`config.mk`:
```
export PLATFORM = sky130hd
export DESIGN_NAME = ffb_mac
export DESIGN_NICKNAME = d
export VERILOG_FILES = /design/src/hw/rtl/fir_filter_with_bypass_macros.svh /design/src/hw/rtl/ffb_pkg.sv /design/src/hw/rtl/ffb_mac.sv
export SDC_FILE = /design/constraint.sdc
export NUM_CORES = 1
export LEC_CHECK = 0
export ABC_AREA = 1
export BUFFER_PORTS_ARGS = -buffer_cell sky130_fd_sc_hd__buf_2
export CORE_MARGIN = 4
export CORE_UTILIZATION = 50
export DETAILED_ROUTE_END_ITERATION = 10
export GPL_TIMING_DRIVEN = 0
export HOLD_SLACK_MARGIN = 0.06
export PLACE_DENSITY = 0.69
export SLEW_MARGIN = 25
export SYNTH_ARGS = -nofsm -noshare
export SYNTH_HDL_FRONTEND = slang
export SYNTH_SLANG_ARGS = --single-unit
```
`constraint.sdc`:
```
create_clock -name clk -period 6.4 [get_ports clk]
set_input_delay 0.64 -clock clk [delete_from_list [all_inputs] [get_ports clk]]
set_output_delay 0.64 -clock clk [all_outputs]
set_load 0.02 [all_outputs]
```
`src/hw/rtl/fir_filter_with_bypass_macros.svh`:
```
// ----------------------------------------------------------------------------
// fir_filter_with_bypass assertion macros
// Concurrent assertion wrappers; they expand to nothing when SYNTH is defined.
// ----------------------------------------------------------------------------
`ifndef FIR_FILTER_WITH_BYPASS_MACROS_SVH
`define FIR_FILTER_WITH_BYPASS_MACROS_SVH
`ifndef SYNTH
// Same-cycle implication.
`define FFB_ASSERT_IMP(lbl, clk, rstn, ante, cons, msg) \
  lbl: assert property (@(posedge clk) disable iff (!rstn) (ante) |-> (cons)) \
    else $error(msg);
// Next-cycle implication.
`define FFB_ASSERT_NXT(lbl, clk, rstn, ante, cons, msg) \
  lbl: assert property (@(posedge clk) disable iff (!rstn) (ante) |=> (cons)) \
    else $error(msg);
`else
`define FFB_ASSERT_IMP(lbl, clk, rstn, ante, cons, msg)
`define FFB_ASSERT_NXT(lbl, clk, rstn, ante, cons, msg)
`endif
`endif

```
`src/hw/rtl/ffb_pkg.sv`:
```
// ----------------------------------------------------------------------------
// ffb_pkg
// Shared constants and types of the FIR filter with bypass.
// ----------------------------------------------------------------------------
`default_nettype none

package ffb_pkg;

  // Coefficient format is fixed at Q1.15.
  localparam int COEF_BITS = 16;
  localparam int FRAC_BITS = 15;

  localparam int MODE_W = 2;
  localparam logic [MODE_W-1:0] MODE_FILTER = 2'd0;
  localparam logic [MODE_W-1:0] MODE_COEF   = 2'd1;
  localparam logic [MODE_W-1:0] MODE_CLEAR  = 2'd2;

  // Control of the multiply-accumulate datapath.
  typedef struct packed {
    logic clr;      // clear the accumulator
    logic mul_en;   // memory read data valid, register the product
    logic hist_ok;  // history word was written since the last clear
    logic acc_en;   // add the registered product
    logic fin_en;   // round and saturate the accumulator
  } mac_ctl_t;

endpackage

`default_nettype wire

```
`src/hw/rtl/ffb_mac.sv`:
```
// ----------------------------------------------------------------------------
// ffb_mac
// Multiply-accumulate datapath with round-to-nearest and saturation.
// ----------------------------------------------------------------------------
`default_nettype none

module ffb_mac import ffb_pkg::*; #(
  parameter int SAMPLE_BITS = 16,
  parameter int ACC_W       = 42
) (
  input  wire logic                          clk,
  input  wire mac_ctl_t                      ctl,
  input  wire logic signed [COEF_BITS-1:0]   coef,
  input  wire logic signed [SAMPLE_BITS-1:0] hist,
  output logic signed [SAMPLE_BITS-1:0]      res
);

  localparam int PW = COEF_BITS + SAMPLE_BITS;
  localparam logic signed [ACC_W-1:0] ROUND_BIAS = ACC_W'(2 ** (FRAC_BITS - 1));
  localparam logic signed [ACC_W-1:0] SAT_HI = ACC_W'(2 ** (SAMPLE_BITS - 1) - 1);
  localparam logic signed [ACC_W-1:0] SAT_LO = ACC_W'(-(2 ** (SAMPLE_BITS - 1)));

  logic signed [SAMPLE_BITS-1:0] hist_m;
  logic signed [PW-1:0]          prod_nxt;
  logic signed [PW-1:0]          prod_r;
  logic signed [ACC_W-1:0]       acc_nxt;
  logic signed [ACC_W-1:0]       acc_r;
  logic signed [ACC_W-1:0]       rnd_sum;
  logic signed [ACC_W-1:0]       shifted;
  logic signed [SAMPLE_BITS-1:0] res_nxt;
  logic signed [SAMPLE_BITS-1:0] res_r;

  // History words not written since the last clear read as zero.
  assign hist_m   = ctl.hist_ok ? hist : '0;
  assign prod_nxt = coef * hist_m;

  always_comb begin
    acc_nxt = acc_r;
    if (ctl.clr) begin
      acc_nxt = '0;
    end else if (ctl.acc_en) begin
      acc_nxt = acc_r + {{(ACC_W - PW){prod_r[PW-1]}}, prod_r};
    end
  end

  assign rnd_sum = acc_r + ROUND_BIAS;
  assign shifted = rnd_sum >>> FRAC_BITS;

  always_comb begin
    if (shifted > SAT_HI) begin
      res_nxt = SAT_HI[SAMPLE_BITS-1:0];
    end else if (shifted < SAT_LO) begin
      res_nxt = SAT_LO[SAMPLE_BITS-1:0];
    end else begin
      res_nxt = shifted[SAMPLE_BITS-1:0];
    end
  end

  always_ff @(posedge clk) begin
    if (ctl.mul_en) begin
      prod_r <= prod_nxt;
    end
    acc_r <= acc_nxt;
    if (ctl.fin_en) begin
      res_r <= res_nxt;
    end
  end

  assign res = res_r;

endmodule

`default_nettype wire
```
; ---- Word level (Yosys, flattened, before mapping)
; Cells that the tools add are included.
[classes]
addsub = 2
multipliers = 1
div_mod_pow = 0
order_cmp = 2
eq_ne = 0
n_shift = 0
mux = 2
bitwise_logic = 0
n_reduce_logical = 0
[op_table]
columns = operator, n
row1 = 42-bit by 16-bit adder with 42-bit output (second input constant), 1
row2 = 42-bit adder, 1
row3 = 16-bit by 16-bit multiplier with 32-bit output, 1
row4 = 16-bit 2-to-1 mux, 2
row5 = 27-bit by 16-bit > comparator with 1-bit output (second input constant), 1
row6 = 27-bit by 16-bit less-than comparator with 1-bit output (second input constant), 1
[word_totals]
reg_bits = 90
latch_bits = 0
mem_bits_rw = 0
mem_bits_ro = 0
inputBits = 38
memories = 0

; ---- Depth between registers and ports, before layout
[logic_depth]
ltp_word = 3
ltp_mapped = 29
depth_no_buf = 26

; ---- Worst setup path before layout
; Ideal clock, no wire load.
[synth_path]
kind = input port to flip-flop
start = in ctl[2] (netlist name)
end = reg prod_r[31], data pin
setup_time_ns = 0.263
arrival_time_ns = 6.404
t_required_ns = 6.137
slack_ns = -0.266
cell_stages = 23
n_path_buf = 2
cell_sequence = clkbuf_1 -> clkbuf_1 -> nand2_1 -> nor2_1 -> inv_1 -> fa_1 -> inv_1 -> fa_1 -> inv_1 -> fa_1 -> fa_1 -> fa_1 -> fa_1 -> inv_1 -> ha_1 -> nand2_1 -> nor2_1 -> inv_1 -> nor2_1 -> inv_1 -> nor4_1 -> a21oi_1 -> xor2_1
[synth_via]
elab_chain_len = 2
[synth_rtl]
columns = item, line_no
row1 = start: declaration, ffb_mac.sv:12  ; input wire mac_ctl_t ctl,
row2 = 16-bit 2-to-1 mux, ffb_mac.sv:34  ; assign hist_m = ctl.hist_ok ? hist : '0;
row3 = 16-bit by 16-bit multiplier with 32-bit output, ffb_mac.sv:35  ; assign prod_nxt = coef * hist_m;
row4 = named net prod_nxt[31], ffb_mac.sv:24  ; logic signed [PW-1:0] prod_nxt;
row5 = end signal: assignment, ffb_mac.sv:61  ; prod_r <= prod_nxt;
row6 = end: declaration, ffb_mac.sv:25  ; logic signed [PW-1:0] prod_r;
; The timed path passes the listed nets, and every way through them passes these cells.
; A chain may end at the register's enable or synchronous reset.

; ---- Final worst setup path
[layout_path]
start = in ctl[2] (netlist name)
end = reg prod_r[28], data pin
; The elaborated chain is that of the path after synthesis.

==> impl_summary.txt <==
----------------------------------------------------
[Global routing]
  Grt peak-use layer ... met2
  GRT Resource Usage Total ... 27.0%
  Met1 global-route usage ... 33.9%
  Global route total overflow ... 0
  Global-route track usage on met3 ... 2.68%
  Number of antenna violations at the first check in global routing ... 0
  Wire length of the first global-routing pass ... 81,200 microns
  Global routing met2 resource utilization ... 47.6%
  Pin count of the biggest net entering global routing ... 33
  Via count of the first global-routing pass ... 15,700

[Final layout]
  # diodes ... 0
  # fillers ... 3,310
  Area taken by flip-flops and latches ... 2280 sq um
  Commonest cells after routing, fill and taps aside ... inv_1, nand2_1, nor2_1
  Final net count ... 2,892
  Layout-stage area growth over the synthesis result ... 8.84%
  Final cell count without fillers ... 2,920
  Non-Filler Cell Area, Final ... 18,800 sq um
  Leading cell type in the layout, fill and taps excluded ... inv_1
  Share of final-layout standard cells stronger than drive strength 1 ... 6.88%
  Multi-input combinational cell area ... 12,800 sq um

[Synthesis]
  Flop and latch count out of synthesis ... 90
  Netlist area before placement ... 17,200 sq um
  Post-synth cell types ... 38
  Post-Synthesis Mean Instance Area ... 7.16 sq um
  Async SR Flop Fraction ... 0%
  Gate count after technology mapping ... 2,406
  Yosys warns ... 0
  Leading register cell type out of synthesis ... edfxtp_1
  Fraction of the yosys area taken by sequential cells ... 13.2%
  Total nets after synthesis ... 2,831
  Number of enable flip-flop cells after synthesis ... 48

[Floorplan]
  Floorplan die width ... 194 microns
  Row cnt ... 67
  I/O pin count ... 54
  Total core area ... 33,800 sq um
  Starting density of the core ... 51.0%
  Die Outline Area ... 37,500 sq um
  Height of the die ... 194 microns

[Clock network]
  Worst-skew pair later-pin latency ... 0.35 ns
  CTS tree ... built
  Number of CTS-inserted buffers ... 9
  Total number of clock tree sinks ... 90
  Maximum root-to-sink buffer count ... 2
  CTS H-tree lvls ... 3
  Cell at the root of the clock tree ... clkbuf_16
  Clock transition at the registers of the reported paths ... 0.07 ns
  Hold Buf Count CTS ... 0

[Timing]
  Total of endpoints with negative setup slack in the final report ... 0
  Highest clock rate ... 162 MHz
  Max_slew headroom ... 44.7%
  Pin slew with the least headroom to its limit ... 0.820 ns
  Fin crit period ... 6.17 ns
  Tightest hold margin ... 0.480 ns
  Setup TNS ... 0 ns
  Worst clock skew ... 0.0108 ns
  Endpoints failing hold ... 0
  Share of the clock period used by the worst path ... 96.4%
  Max-slew violation total from the final report ... 0

[Setup path]
  Slowest-stage cell, CP ... fa_1
  First element of the critical path ... ctl[2]
  CP Capture Point ... prod_r[28]
  Reg2reg setup slack ... 3.45 ns
  Crit path required time ... 6.50 ns
  Critical Path Fanout Max ... 10
  Worst reg2reg startpoint ... acc_r[0]
  Worst path arrival time ... 6.27 ns
  Peak per-stage delay on the critical path ... 0.56 ns
  Path depth of the worst reg2reg path ... 13
  Category of the worst setup path launch point ... input pin
  Type of the worst setup path ... in2reg
  CP Capture Type ... register
  Reg2reg end ... acc_r[32]
  List of cells traversed by the critical path ... clkbuf_4 -> buf_12 -> nand2_2 -> inv_2 -> nand2_1 -> fa_1 -> inv_1 -> fa_2 -> buf_12 -> fa_1 -> fa_1 -> fa_1 -> inv_1 -> fa_1 -> inv_1 -> ha_1 -> nand2_1 -> nor2_1 -> nand2_1 -> nor4_1 -> nand2_1 -> nand3_1 -> nand2_1

[Drt]
  Wire per inst ... 17.3 microns
  Drt drc ... 0
  Antenna viol nets, final ... 0
  Final wirelength ... 50,400 microns
  Detailed-route via count ... 15,300
  Vias per cell ... 5.22
  Number of DRC violations after detailed-routing iteration 0 ... 1,030
  First-pass DRT Iterations ... 5

[Power and ir drop]
  Clock network power share ... 6.6%
  Switching Fraction ... 55.8%
  Power Dens Cells ... 469 nW/um^2
  Leak Pwr ... 0.00992 uW
  Cell-internal power ... 3890 uW
  PnR Total Power ... 8800 uW
  Maximum VDD drop ... 0.000274 V
  Reported net switching power ... 4910 uW
  Fraction of power consumed by combinational cells ... 79.6%
  Sequential share of power ... 13.8%

[Worst hold path]
  Class of the tightest hold or removal check ... reg2reg

[Placed design]
  Port Buffers ... 43
  Post-place instance area ... 18,000 sq um
  Placer congestion estimate ... 0.988
  Detailed Place HPWL ... 43,400 microns
  Placed Cells ... 2,897

[Job]
  Max-capacitance violation count ... 0

[Run status]
  Run status ... complete, no violations

----------------------------------------------------
[power groups by stage]
| stage | logic, uW | registers (uW) | clock network (uW) |
|---|---|---|---|
| 6_report | 7000 | 1220 | 584 |
| 3_5_place_dp | 6640 | 1220 | 0 |
| 2_1_floorplan | 4940 | 1180 | 0 |
| 5_1_grt | 7980 | 1230 | 624 |
| 3_3_place_gp | 6510 | 1220 | 0 |
| 4_1_cts | 6730 | 1210 | 595 |
[stage by stage]
stage	utilization (%)	worst slack [ns]
floorplan	-	0.0170
global placement	53.3	-1.25
detailed placement	53.3	-1.25
CTS	54.6	-0.0263
global route	55.5	-0.00732
finish	55.5	0.229
[critical path, delay by kind of cell]
family,cells,cell delay (ns)
and+or+nand+nor,9,1.24
adders and majority gates,7,3.54
buffers and inverters,7,0.86
[registers in the layout, summed over array words and instances (netlist names)]
name    cells
acc_r      42
prod_r     32
res        16
[what timing repair did]
action / 4_1_cts / 5_1_grt
endpoints found under the setup margin: 18 / 16
gates resized for setup: 40 / 96
pin swaps: 1 / 7
buffers inserted: 2 / 7
[cell usage after synthesis, types with 8 or more instances]
cell type / n / area [sq um]
inv_1: 573 / 2150
xor2_1: 44 / 385
edfxtp_1: 48 / 1440
xnor2_1: 23 / 201
clkbuf_1: 36 / 135
dfxtp_1: 42 / 841
nand4_1: 18 / 113
fa_1: 263 / 5270
ha_1: 124 / 1550
nand3_1: 78 / 390
nor2_1: 344 / 1290
clkinv_1: 8 / 30.0
a21oi_1: 98 / 490
o21bai_1: 17 / 128
nand2_1: 580 / 2180
o21ai_0: 60 / 300
[logic make-up after synthesis]
logic type | synth area share (%)
compound gates | 6.23
xor+xnor | 3.40
fa+ha+maj | 39.5
buf+inv | 13.7
flops | 13.2
simple gates | 23.8
[metal layers]
metal	up-vias	share of wire (%)
met5	-	0
met4	0	4.8
met3	126	5.2
met2	513	49
met1	7329	41
li1	7282	-
[final cells by class]
class | instances | share of cell area, %
Clock inverter | 7 | 0.534
Inverter | 584 | 11.8
Buffer | 41 | 1.29
Timing Repair Buffer | 52 | 1.57
Multi-Input combinational cell | 1689 | 68.4
Sequential cell | 90 | 12.2
Tap cell | 448 | 2.99
Clock buffer | 9 | 1.20
[how the worst min path moves through the flow]
stage | slack [ns] | depth (start not counted) | to | start
floorplan | 0.44 | 2 | acc_r[0] | acc_r[0]
global placement | 0.45 | 2 | acc_r[0] | acc_r[0]
detailed placement | 0.47 | 2 | acc_r[0] | acc_r[0]
CTS | 0.48 | 2 | acc_r[0] | acc_r[0]
global route | 0.51 | 2 | acc_r[0] | acc_r[0]
finish | 0.48 | 2 | acc_r[0] | acc_r[0]
Power figures use the tool's default switching activity.
